## config.mk

```make
export PLATFORM = sky130hd
export DESIGN_NAME = drive_direction_throttle_ctrl_flat
export DESIGN_NICKNAME = d
export VERILOG_FILES = /design/src/hw/rtl/ddtc_pkg.sv /design/src/hw/rtl/ddtc_if.sv /design/src/hw/rtl/ddtc_pulse.sv /design/src/hw/rtl/drive_direction_throttle_ctrl.sv /design/src/flat_wrapper.sv
export VERILOG_INCLUDE_DIRS = /design/src /design/src/hw/rtl
export SDC_FILE = /design/constraint.sdc
export NUM_CORES = 1
export LEC_CHECK = 0
export BUFFER_PORTS_ARGS = -buffer_cell sky130_fd_sc_hd__buf_2
export CAP_MARGIN = 20
export CELL_PAD_IN_SITES_DETAIL_PLACEMENT = 2
export CELL_PAD_IN_SITES_GLOBAL_PLACEMENT = 2
export CORE_AREA = 5 5 173 175
export CTS_BUF_LIST = sky130_fd_sc_hd__clkbuf_8
export CTS_CLUSTER_DIAMETER = 200
export DETAILED_ROUTE_END_ITERATION = 10
export DIE_AREA = 0 0 178 180
export HOLD_SLACK_MARGIN = 0.12
export PLACE_DENSITY = 0.85
export SYNTH_ARGS = -nofsm -noshare
export SYNTH_HDL_FRONTEND = slang
export SYNTH_SLANG_ARGS = --single-unit
```

## constraint.sdc

```tcl
create_clock -name clock -period 32.6 [get_ports clock]
set_clock_uncertainty 0.05 [all_clocks]
set_input_delay 6.52 -clock clock [delete_from_list [all_inputs] [get_ports clock]]
set_output_delay 6.52 -clock clock [all_outputs]
set_load 0.05 [all_outputs]
```

## src/hw/rtl/drive_direction_throttle_ctrl_macros.svh

```systemverilog
// Assertion macros shared by the drive direction and throttle control RTL.
// Depends on nothing; the checks compile away when SYNTHESIS is defined.
`ifndef DRIVE_DIRECTION_THROTTLE_CTRL_MACROS_SVH
`define DRIVE_DIRECTION_THROTTLE_CTRL_MACROS_SVH

`ifndef SYNTHESIS

// Same-cycle implication, checked at every clock edge outside reset.
`define DDTC_ASSERT_NOW(label, clk, rst, ante, cons) \
   label: assert property (@(posedge clk) disable iff (rst) (ante) |-> (cons)) \
      else $error("ddtc: same-cycle check failed");

// Next-cycle implication, checked at every clock edge outside reset.
`define DDTC_ASSERT_NEXT(label, clk, rst, ante, cons) \
   label: assert property (@(posedge clk) disable iff (rst) (ante) |=> (cons)) \
      else $error("ddtc: next-cycle check failed");

`else

`define DDTC_ASSERT_NOW(label, clk, rst, ante, cons)
`define DDTC_ASSERT_NEXT(label, clk, rst, ante, cons)

`endif

`endif

```

## src/hw/rtl/ddtc_pkg.sv

```systemverilog
// Types and constants of the drive direction and throttle control block.
// Depends on nothing; imported by the pulse width unit and the top level.
package ddtc_pkg;

   localparam int CSR_DATA_BITS  = 16;
   localparam int CSR_INDEX_BITS = 3;
   localparam int LEVEL_BITS     = 12;
   localparam int COUNT_BITS     = 8;
   localparam int QUOT_BITS      = 11;

   typedef enum logic [CSR_INDEX_BITS-1:0] {
      REG_REV_LIMIT      = 3'd0,
      REG_RPM_MESSAGE_ID = 3'd1,
      REG_RAMP_STEP      = 3'd2,
      REG_PULSE_OFFSET   = 3'd3,
      REG_PULSE_MAX      = 3'd4,
      REG_DEBOUNCE_TICKS = 3'd5
   } csr_index_type;

   localparam logic [15:0] REV_LIMIT_RESET      = 16'd5000;
   localparam logic [10:0] RPM_MESSAGE_ID_RESET = 11'h610;
   localparam logic [11:0] RAMP_STEP_RESET      = 12'd41;
   localparam logic [11:0] PULSE_OFFSET_RESET   = 12'd300;
   localparam logic [11:0] PULSE_MAX_RESET      = 12'd2500;
   localparam logic [7:0]  DEBOUNCE_TICKS_RESET = 8'd3;

   localparam logic [9:0]            PULSE_SPAN = 10'd1000;
   localparam logic [LEVEL_BITS-1:0] LEVEL_MAX  = '1;
   localparam logic [COUNT_BITS-1:0] COUNT_MAX  = '1;

endpackage

```

## src/hw/rtl/ddtc_if.sv

```systemverilog
// Valid/ready channel interfaces for the request and response words.
// Depends on nothing; widths of the throttle samples follow SAMPLE_BITS.
interface ddtc_req_if #(parameter int SAMPLE_BITS = 12);
   logic                   valid;
   logic                   ready;
   logic [SAMPLE_BITS-1:0] throttle_a;
   logic [SAMPLE_BITS-1:0] throttle_b;
   logic                   fwd_switch;
   logic                   bwd_switch;
   logic                   frame_valid;
   logic [10:0]            frame_id;
   logic [7:0]             frame_byte0;
   logic [7:0]             frame_byte1;

   modport source (output valid, throttle_a, throttle_b, fwd_switch, bwd_switch,
                   frame_valid, frame_id, frame_byte0, frame_byte1, input ready);
   modport sink (input valid, throttle_a, throttle_b, fwd_switch, bwd_switch,
                 frame_valid, frame_id, frame_byte0, frame_byte1, output ready);
endinterface

interface ddtc_rsp_if;
   logic        valid;
   logic        ready;
   logic        fwd_drive_en;
   logic        rev_drive_en;
   logic [11:0] pulse_width_us;
   logic [11:0] motor_drive;
   logic        rev_limited;

   modport source (output valid, fwd_drive_en, rev_drive_en, pulse_width_us, motor_drive,
                   rev_limited, input ready);
   modport sink (input valid, fwd_drive_en, rev_drive_en, pulse_width_us, motor_drive,
                 rev_limited, output ready);
endinterface

```

## src/hw/rtl/ddtc_pulse.sv

```systemverilog
// PWM pulse width: offset + floor(1000*sum / (2^SAMPLE_BITS - 1)), clamped.
// Depends on ddtc_pkg; purely combinational, used by the top level.
module ddtc_pulse import ddtc_pkg::*; #(
   parameter int SAMPLE_BITS = 12
) (
   input  logic [SAMPLE_BITS:0]   sum,
   input  logic [LEVEL_BITS-1:0]  pulse_offset,
   input  logic [LEVEL_BITS-1:0]  pulse_max,
   output logic [LEVEL_BITS-1:0]  pulse_width
);
   localparam int XW = SAMPLE_BITS + 11;
   localparam int RW = ((SAMPLE_BITS > QUOT_BITS) ? SAMPLE_BITS : QUOT_BITS) + 1;
   localparam int QW = RW - SAMPLE_BITS;
   localparam logic [SAMPLE_BITS:0] DIVISOR = {1'b0, {SAMPLE_BITS{1'b1}}};

   logic [XW-1:0]            scaled;
   logic [QUOT_BITS-1:0]     quot_hi;
   logic [RW-1:0]            rem_one;
   logic [QW-1:0]            quot_mid;
   logic [SAMPLE_BITS:0]     rem_two;
   logic                     quot_lo;
   logic [QUOT_BITS-1:0]     quot;
   logic [LEVEL_BITS:0]      raw;

   // Division by 2^n-1 by folding: x = q*2^n + r equals q*(2^n-1) + (r+q).
   // Two folds leave a remainder below twice the divisor.
   always_comb begin
      scaled   = XW'(sum) * XW'(PULSE_SPAN);
      quot_hi  = QUOT_BITS'(scaled >> SAMPLE_BITS);
      rem_one  = RW'(scaled[SAMPLE_BITS-1:0]) + RW'(quot_hi);
      quot_mid = QW'(rem_one >> SAMPLE_BITS);
      rem_two  = (SAMPLE_BITS+1)'(rem_one[SAMPLE_BITS-1:0]) + (SAMPLE_BITS+1)'(quot_mid);
      quot_lo  = (rem_two >= DIVISOR);
      quot     = quot_hi + QUOT_BITS'(quot_mid) + QUOT_BITS'(quot_lo);
      raw      = {1'b0, pulse_offset} + (LEVEL_BITS+1)'(quot);
      if (raw > {1'b0, pulse_max}) begin
         pulse_width = pulse_max;
      end else begin
         pulse_width = raw[LEVEL_BITS-1:0];
      end
   end
endmodule

```

## src/hw/rtl/drive_direction_throttle_ctrl.sv

```systemverilog
// Drive direction, throttle pulse and drive level control, one word per tick.
// A request word accepted into the input register moves on to the response
// register when that is free. Throughput: one word per cycle when not stalled.
// Reset (synchronous, active high) loads the register defaults, clears the
// direction latch, debounce counters and ramp level, and empties both stages.
module drive_direction_throttle_ctrl import ddtc_pkg::*; #(
   parameter int SAMPLE_BITS = 12
) (
   input  logic                       clock,
   input  logic                       reset,
   ddtc_req_if.sink                   req_chan,
   ddtc_rsp_if.source                 rsp_chan,
   input  logic                       csr_wr_en,
   input  logic [CSR_INDEX_BITS-1:0]  csr_index,
   input  logic [CSR_DATA_BITS-1:0]   csr_wdata
);
`include "drive_direction_throttle_ctrl_macros.svh"

   // Configuration registers
   logic [15:0]           rev_limit_ff;
   logic [10:0]           rpm_message_id_ff;
   logic [LEVEL_BITS-1:0] ramp_step_ff;
   logic [LEVEL_BITS-1:0] pulse_offset_ff;
   logic [LEVEL_BITS-1:0] pulse_max_ff;
   logic [COUNT_BITS-1:0] debounce_ticks_ff;

   always_ff @(posedge clock) begin
      if (reset) begin
         rev_limit_ff      <= REV_LIMIT_RESET;
         rpm_message_id_ff <= RPM_MESSAGE_ID_RESET;
         ramp_step_ff      <= RAMP_STEP_RESET;
         pulse_offset_ff   <= PULSE_OFFSET_RESET;
         pulse_max_ff      <= PULSE_MAX_RESET;
         debounce_ticks_ff <= DEBOUNCE_TICKS_RESET;
      end else if (csr_wr_en) begin
         case (csr_index_type'(csr_index))
            REG_REV_LIMIT:      rev_limit_ff      <= csr_wdata;
            REG_RPM_MESSAGE_ID: rpm_message_id_ff <= csr_wdata[10:0];
            REG_RAMP_STEP:      ramp_step_ff      <= csr_wdata[LEVEL_BITS-1:0];
            REG_PULSE_OFFSET:   pulse_offset_ff   <= csr_wdata[LEVEL_BITS-1:0];
            REG_PULSE_MAX:      pulse_max_ff      <= csr_wdata[LEVEL_BITS-1:0];
            REG_DEBOUNCE_TICKS: debounce_ticks_ff <= csr_wdata[COUNT_BITS-1:0];
            default: ;
         endcase
      end
   end

   // Input register
   logic                   s1_valid_ff;
   logic [SAMPLE_BITS-1:0] s1_a_ff;
   logic [SAMPLE_BITS-1:0] s1_b_ff;
   logic                   s1_sf_ff;
   logic                   s1_sb_ff;
   logic                   s1_limited_ff;
   logic                   advance;
   logic                   req_take;

   assign advance          = !rsp_chan.valid || rsp_chan.ready;
   assign req_chan.ready   = !s1_valid_ff || advance;
   assign req_take         = req_chan.valid && req_chan.ready;

   always_ff @(posedge clock) begin
      if (reset) begin
         s1_valid_ff <= 1'b0;
      end else if (req_chan.ready) begin
         s1_valid_ff <= req_chan.valid;
      end
   end

   // Rpm compare at input; the user must write the limit only while idle (no check).
   always_ff @(posedge clock) begin
      if (req_take) begin
         s1_a_ff       <= req_chan.throttle_a;
         s1_b_ff       <= req_chan.throttle_b;
         s1_sf_ff      <= req_chan.fwd_switch;
         s1_sb_ff      <= req_chan.bwd_switch;
         s1_limited_ff <= req_chan.frame_valid
                          && (req_chan.frame_id == rpm_message_id_ff)
                          && ({req_chan.frame_byte1, req_chan.frame_byte0} >= rev_limit_ff);
      end
   end

   // Control state
   logic                  dir_fwd_ff, dir_fwd_in;
   logic                  dir_rev_ff, dir_rev_in;
   logic                  await_fwd_ff, await_fwd_in;
   logic                  await_bwd_ff, await_bwd_in;
   logic                  armed_fwd_ff, armed_fwd_in;
   logic                  armed_bwd_ff, armed_bwd_in;
   logic [COUNT_BITS-1:0] count_fwd_ff, count_fwd_in;
   logic [COUNT_BITS-1:0] count_bwd_ff, count_bwd_in;
   logic [LEVEL_BITS-1:0] ramp_ff, ramp_in;
   logic                  fwd_en;
   logic                  bwd_en;
   logic                  dir_off;
   logic                  dir_both;
   logic [LEVEL_BITS:0]   ramp_sum;
   logic [LEVEL_BITS-1:0] drive;

   logic [SAMPLE_BITS:0]  s1_sum;
   logic [LEVEL_BITS-1:0] avg;
   logic [LEVEL_BITS-1:0] pulse_width;

   assign s1_sum = {1'b0, s1_a_ff} + {1'b0, s1_b_ff};

   generate
      if (SAMPLE_BITS >= LEVEL_BITS) begin : g_avg_down
         assign avg = s1_sum[SAMPLE_BITS -: LEVEL_BITS];
      end else begin : g_avg_up
         assign avg = {s1_sum[SAMPLE_BITS:1], {(LEVEL_BITS-SAMPLE_BITS){1'b0}}};
      end
   endgenerate

   ddtc_pulse #(.SAMPLE_BITS(SAMPLE_BITS)) u_pulse (
      .sum          (s1_sum),
      .pulse_offset (pulse_offset_ff),
      .pulse_max    (pulse_max_ff),
      .pulse_width  (pulse_width)
   );

   always_comb begin
      dir_fwd_in   = dir_fwd_ff;
      dir_rev_in   = dir_rev_ff;
      await_fwd_in = await_fwd_ff;
      await_bwd_in = await_bwd_ff;
      armed_fwd_in = armed_fwd_ff;
      armed_bwd_in = armed_bwd_ff;
      count_fwd_in = count_fwd_ff;
      count_bwd_in = count_bwd_ff;
      ramp_in      = ramp_ff;
      dir_off      = !dir_fwd_ff && !dir_rev_ff;
      dir_both     = dir_fwd_ff && dir_rev_ff;
      fwd_en       = dir_fwd_ff && !dir_rev_ff;
      bwd_en       = dir_rev_ff && !dir_fwd_ff;

      // Re-arming: the forward switch has priority over the backward one.
      if (await_fwd_ff) begin
         if (!s1_sf_ff) begin
            armed_fwd_in = 1'b1;
            await_fwd_in = 1'b0;
         end
      end else if (await_bwd_ff) begin
         if (!s1_sb_ff) begin
            armed_bwd_in = 1'b1;
            await_bwd_in = 1'b0;
         end
      end

      if (s1_sf_ff) begin
         count_bwd_in = '0;
         count_fwd_in = (count_fwd_ff == COUNT_MAX) ? COUNT_MAX : count_fwd_ff + 1'b1;
         await_fwd_in = 1'b1;
         if (armed_fwd_in && (count_fwd_in > debounce_ticks_ff) && !dir_both) begin
            dir_fwd_in   = dir_off;
            dir_rev_in   = 1'b0;
            armed_fwd_in = 1'b0;
         end
      end else if (s1_sb_ff) begin
         count_fwd_in = '0;
         count_bwd_in = (count_bwd_ff == COUNT_MAX) ? COUNT_MAX : count_bwd_ff + 1'b1;
         await_bwd_in = 1'b1;
         if (armed_bwd_in && (count_bwd_in > debounce_ticks_ff) && !dir_both) begin
            dir_fwd_in   = 1'b0;
            dir_rev_in   = dir_off;
            armed_bwd_in = 1'b0;
         end
      end else begin
         count_fwd_in = '0;
         count_bwd_in = '0;
      end

      // Ramp up by the step toward the average, follow it down at once.
      ramp_sum = {1'b0, ramp_ff} + {1'b0, ramp_step_ff};
      if (s1_limited_ff) begin
         drive = '0;
      end else if (avg > ramp_ff) begin
         ramp_in = ramp_sum[LEVEL_BITS] ? LEVEL_MAX : ramp_sum[LEVEL_BITS-1:0];
         drive   = ramp_in;
      end else begin
         ramp_in = avg;
         drive   = avg;
      end
   end

   logic step;
   assign step = s1_valid_ff && advance;

   always_ff @(posedge clock) begin
      if (reset) begin
         dir_fwd_ff   <= 1'b0;
         dir_rev_ff   <= 1'b0;
         await_fwd_ff <= 1'b1;
         await_bwd_ff <= 1'b1;
         armed_fwd_ff <= 1'b0;
         armed_bwd_ff <= 1'b0;
         count_fwd_ff <= '0;
         count_bwd_ff <= '0;
         ramp_ff      <= '0;
      end else if (step) begin
         dir_fwd_ff   <= dir_fwd_in;
         dir_rev_ff   <= dir_rev_in;
         await_fwd_ff <= await_fwd_in;
         await_bwd_ff <= await_bwd_in;
         armed_fwd_ff <= armed_fwd_in;
         armed_bwd_ff <= armed_bwd_in;
         count_fwd_ff <= count_fwd_in;
         count_bwd_ff <= count_bwd_in;
         ramp_ff      <= ramp_in;
      end
   end

   // Response register
   logic                  rsp_valid_ff;
   logic                  rsp_fwd_ff;
   logic                  rsp_bwd_ff;
   logic [LEVEL_BITS-1:0] rsp_pulse_ff;
   logic [LEVEL_BITS-1:0] rsp_drive_ff;
   logic                  rsp_limited_ff;

   always_ff @(posedge clock) begin
      if (reset) begin
         rsp_valid_ff <= 1'b0;
      end else if (advance) begin
         rsp_valid_ff <= s1_valid_ff;
      end
   end

   always_ff @(posedge clock) begin
      if (step) begin
         rsp_fwd_ff     <= fwd_en;
         rsp_bwd_ff     <= bwd_en;
         rsp_pulse_ff   <= pulse_width;
         rsp_drive_ff   <= drive;
         rsp_limited_ff <= s1_limited_ff;
      end
   end

   assign rsp_chan.valid          = rsp_valid_ff;
   assign rsp_chan.fwd_drive_en   = rsp_fwd_ff;
   assign rsp_chan.rev_drive_en   = rsp_bwd_ff;
   assign rsp_chan.pulse_width_us = rsp_pulse_ff;
   assign rsp_chan.motor_drive    = rsp_drive_ff;
   assign rsp_chan.rev_limited    = rsp_limited_ff;

   `DDTC_ASSERT_NOW(a_dir_exclusive, clock, reset, 1'b1, !(dir_fwd_ff && dir_rev_ff))
   `DDTC_ASSERT_NOW(a_enables_exclusive, clock, reset, rsp_valid_ff,
                    !(rsp_fwd_ff && rsp_bwd_ff))
   `DDTC_ASSERT_NOW(a_limit_zero_drive, clock, reset, rsp_valid_ff && rsp_limited_ff,
                    rsp_drive_ff == '0)
   `DDTC_ASSERT_NOW(a_pulse_clamped, clock, reset, rsp_valid_ff,
                    rsp_pulse_ff <= pulse_max_ff)
   `DDTC_ASSERT_NEXT(a_step_fills_rsp, clock, reset, step, rsp_valid_ff)

endmodule

```

## src/flat_wrapper.sv

```systemverilog
// flat-port wrapper written by rule: the top's interface ports become plain ports
module drive_direction_throttle_ctrl_flat import ddtc_pkg::*;
#(
   parameter int SAMPLE_BITS = 12
)
  (clock, reset, csr_wr_en, csr_index, csr_wdata, req_chan_valid, req_chan_throttle_a, req_chan_throttle_b, req_chan_fwd_switch, req_chan_bwd_switch, req_chan_frame_valid, req_chan_frame_id, req_chan_frame_byte0, req_chan_frame_byte1, req_chan_ready, rsp_chan_valid, rsp_chan_fwd_drive_en, rsp_chan_rev_drive_en, rsp_chan_pulse_width_us, rsp_chan_motor_drive, rsp_chan_rev_limited, rsp_chan_ready);
  ddtc_req_if #(.SAMPLE_BITS(SAMPLE_BITS)) req_chan_i ();
  ddtc_rsp_if rsp_chan_i ();
  input  logic clock;
  input  logic reset;
  input  logic csr_wr_en;
  input  logic [CSR_INDEX_BITS-1:0] csr_index;
  input  logic [CSR_DATA_BITS-1:0] csr_wdata;
  input wire logic [$bits(req_chan_i.valid)-1:0] req_chan_valid;
  input wire logic [$bits(req_chan_i.throttle_a)-1:0] req_chan_throttle_a;
  input wire logic [$bits(req_chan_i.throttle_b)-1:0] req_chan_throttle_b;
  input wire logic [$bits(req_chan_i.fwd_switch)-1:0] req_chan_fwd_switch;
  input wire logic [$bits(req_chan_i.bwd_switch)-1:0] req_chan_bwd_switch;
  input wire logic [$bits(req_chan_i.frame_valid)-1:0] req_chan_frame_valid;
  input wire logic [$bits(req_chan_i.frame_id)-1:0] req_chan_frame_id;
  input wire logic [$bits(req_chan_i.frame_byte0)-1:0] req_chan_frame_byte0;
  input wire logic [$bits(req_chan_i.frame_byte1)-1:0] req_chan_frame_byte1;
  output wire logic [$bits(req_chan_i.ready)-1:0] req_chan_ready;
  output wire logic [$bits(rsp_chan_i.valid)-1:0] rsp_chan_valid;
  output wire logic [$bits(rsp_chan_i.fwd_drive_en)-1:0] rsp_chan_fwd_drive_en;
  output wire logic [$bits(rsp_chan_i.rev_drive_en)-1:0] rsp_chan_rev_drive_en;
  output wire logic [$bits(rsp_chan_i.pulse_width_us)-1:0] rsp_chan_pulse_width_us;
  output wire logic [$bits(rsp_chan_i.motor_drive)-1:0] rsp_chan_motor_drive;
  output wire logic [$bits(rsp_chan_i.rev_limited)-1:0] rsp_chan_rev_limited;
  input wire logic [$bits(rsp_chan_i.ready)-1:0] rsp_chan_ready;
  assign req_chan_i.valid = req_chan_valid;
  assign req_chan_i.throttle_a = req_chan_throttle_a;
  assign req_chan_i.throttle_b = req_chan_throttle_b;
  assign req_chan_i.fwd_switch = req_chan_fwd_switch;
  assign req_chan_i.bwd_switch = req_chan_bwd_switch;
  assign req_chan_i.frame_valid = req_chan_frame_valid;
  assign req_chan_i.frame_id = req_chan_frame_id;
  assign req_chan_i.frame_byte0 = req_chan_frame_byte0;
  assign req_chan_i.frame_byte1 = req_chan_frame_byte1;
  assign req_chan_ready = req_chan_i.ready;
  assign rsp_chan_valid = rsp_chan_i.valid;
  assign rsp_chan_fwd_drive_en = rsp_chan_i.fwd_drive_en;
  assign rsp_chan_rev_drive_en = rsp_chan_i.rev_drive_en;
  assign rsp_chan_pulse_width_us = rsp_chan_i.pulse_width_us;
  assign rsp_chan_motor_drive = rsp_chan_i.motor_drive;
  assign rsp_chan_rev_limited = rsp_chan_i.rev_limited;
  assign rsp_chan_i.ready = rsp_chan_ready;
  drive_direction_throttle_ctrl #(.SAMPLE_BITS(SAMPLE_BITS)) u_core (.clock(clock), .reset(reset), .req_chan(req_chan_i), .rsp_chan(rsp_chan_i), .csr_wr_en(csr_wr_en), .csr_index(csr_index), .csr_wdata(csr_wdata));
endmodule
```

==> metrics.txt <==
TritonCTS clock tree done; critical path arrival 14.60 ns; HPWL after DPL a little under 30000 um; Min-Delay Path Class reg2reg; Routed WL approximately 40000 um; # diodes 0; RSZ-0062 raised after global routing no; Post-DP Area around 0.013 mm^2; share of cells above drive strength 1 0.126; core area 0.0283 mm^2; headroom to the max-slew limit 0.359; Worst Tran Pin Value ~0.96 ns; cell count of the worst hold path 2; max-slew violation count 0; Die Wd 178 um; Fin. Hold Viols 0; worst-path maximum fanout 8; endpoints failing setup 0; most common cell after layout, fill and taps aside nand2_1; Tcrit/Tclk final 0.442; total gr overflow 0; sinks on the clock net about 160; reg2reg setup slack 18.21 ns; Slowest cell on crit path o21ai_0; CP required about 33 ns; Area Growth Syn to Fin 12.3%; vias per inst 5.55; # Max-Cap Violations 0; total CTS buffers 17; fin crit period 14.39 ns; Post-synth EDFFs between 50 and 60; cell chosen for the clock root clkbuf_8; CTS max path bufs 2; GR Util All Layers 0.246; Post-Syn Instances 1299; maximum operating frequency 69.5 MHz; largest net degree at the start of global routing 75; initial DRC count 441; Post-synth top flop dfxtp_1; initial cell density of the core 0.411; clock slew at reported path FFs 0.10 ns; Inst Count DP 1769; multi-input logic area just over 0.007 mm^2; Die ar. between 0.03 and 0.04 mm^2; number of nets in the layout 1670; most frequent cells in the layout nand2_1 (186), ha_1 (148), inv_1 (132), a21oi_1 (110), dfxtp_1 (107); row count 62; Final Core Density 0.462; post-synthesis async set-or-reset flop share 0; number of remaining DRC errors 0; DR pass1 iterations 6; Crit Path Category reg2reg; GP Congestion 0.849; setup TNS 0 ns; #FFs+latches synth about 160; Syn Area/Cell 8.96 um^2; syn_nets 1565; drt wl/cell 21.8 um; hold_buf cts 0; chip height 180 um; number of fill cells 3128; Resized Gates After CTS 0; Seq/Total Area, Yosys 0.323; Layout Cell Area excl Fill 0.0131 mm^2; nature of the critical path startpoint flip-flop; clock latency on the worst-skew pair 0.50 ns; Syn Std Cell Area 0.0116 mm^2; H-tree levels 4; vias ~10k; CP dominant cell by count ha_1; Crit. End Element flip-flop; max incr delay on CP roughly 0.6 ns; vias in the first global route 11.4k; distinct cell type count after synthesis 62; outcome finished, final reports clean; Antenna Nets Post-Route 0; register area 0.00376 mm^2; Top-Level Pins 107; R2R cell count 57; final cell count without fillers between 1.5k and 2k; Post-CTS Setup Bufs 0; initial antenna violation count 1; number of I/O port buffers between 100 and 150; first-pass GRT wire length 62000 um; yosys warns 0
## layer usage
layer  share of wire  vias to the layer above  GRT usage  routed length [um]
li1                -                     4665          -                   -
met1            0.40                     5067      0.279               15800
met2            0.53                      186      0.458               20700
met3           0.038                       80     0.0376                1480
met4           0.034                        2     0.0919                1350
met5         0.00033                        -          0                  13
## area by class of cell
| type | instances | share of cell area |
|---|---|---|
| multi-input combinational | 973 | 0.555 |
| inverter | 133 | 0.0382 |
| tap | 384 | 0.0368 |
| timing repair buffer | 118 | 0.0475 |
| clock buffer | 19 | 0.0200 |
| clock inverter | 13 | 0.0150 |
| sequential | 161 | 0.288 |
## state kept, by name, indices dropped and copies added (netlist names), 11 cells and up
| signal | count |
|---|---|
| u_core.pulse_max_ff | 12 |
| u_core.ramp_ff | 12 |
| u_core.rev_limit_ff | 16 |
| u_core.rpm_message_id_ff | 11 |
| u_core.rsp_chan.motor_drive | 12 |
| u_core.s1_a_ff | 12 |
| u_core.ramp_step_ff | 12 |
| u_core.pulse_offset_ff | 12 |
| u_core.rsp_chan.pulse_width_us | 12 |
| u_core.s1_b_ff | 12 |
## cell families after synthesis
family | Yosys count | synth area share
buffers and inverters | 165 | 0.0535
XOR/XNOR | 92 | 0.0699
AO/OA/AOI/OAI | 260 | 0.143
AND/OR/NAND/NOR | 407 | 0.158
multiplexers | 24 | 0.0223
flip-flops | 161 | 0.323
adder cells (fa/ha/maj) | 190 | 0.230
## final timing paths
kind	from	end
min reg2reg	u_core.debounce_ticks_ff[6]$_SDFFE_PP0P_	u_core.debounce_ticks_ff[6]$_SDFFE_PP0P_
min	u_core.debounce_ticks_ff[6]$_SDFFE_PP0P_	u_core.debounce_ticks_ff[6]$_SDFFE_PP0P_
max reg2reg	u_core.s1_b_ff[0]$_DFFE_PP_	u_core.rsp_chan.pulse_width_us[2]$_DFFE_PP_
max	u_core.s1_b_ff[0]$_DFFE_PP_	u_core.rsp_chan.pulse_width_us[2]$_DFFE_PP_
## worst max-delay path, delay by kind of cell (launching register included)
| family | cells | cell delay (ns) |
|---|---|---|
| compound gates | 19 | 4.41 |
| xor+xnor | 3 | 1.04 |
| fa+ha+maj | 13 | 4.69 |
| buf+inv | 5 | 0.80 |
| flops | 1 | 0.37 |
| mux | 1 | 0.37 |
| simple gates | 16 | 2.42 |
## through the flow
stage | worst slack (ns) | hold slack [ns]
after floorplan | 19.01 | 0.386
after global placement | 18.92 | 0.392
final | 18.21 | 0.420
after detailed placement | 18.29 | 0.403
after CTS | 18.26 | 0.417
after global routing | 17.09 | 0.445
## Yosys cell counts (3+ instances only)
master     number  area [um^2]
and3_1          7         43.8
nor2_1         86          323
edfxtp_1       54         1620
o211ai_1       15          113
and2_1          8         50.1
nor3_1         16         80.1
or3_1           5         31.3
o21a_1         13         97.6
mux2i_1         9         90.1
or2_2           6         37.5
nor4_1          4         25.0
o2111ai_1       3         26.3
a22oi_1        17          128
nor2b_1        22          138
fa_1           40          801
nand3b_1        3         22.5
inv_1         131          492
a21o_1         31          233
nand4_1        17          106
xnor2_1        61          534
nand3_1        26          130
mux2_2         15          169
o21ai_0        28          140
clkbuf_1       30          113
nand2b_1       12         75.1
a22o_1          6         52.6
xor2_1         30          263
a211oi_1        4         30.0
o21bai_1        6         45.0
dfxtp_1       107         2140
a31oi_1         6         37.5
a21oi_1       110          551
ha_1          148         1850
nand2_1       186          698
Power is left out: the tool's default activity adds up to more than one toggle a clock period on the data nets, which glitch-free logic cannot reach.
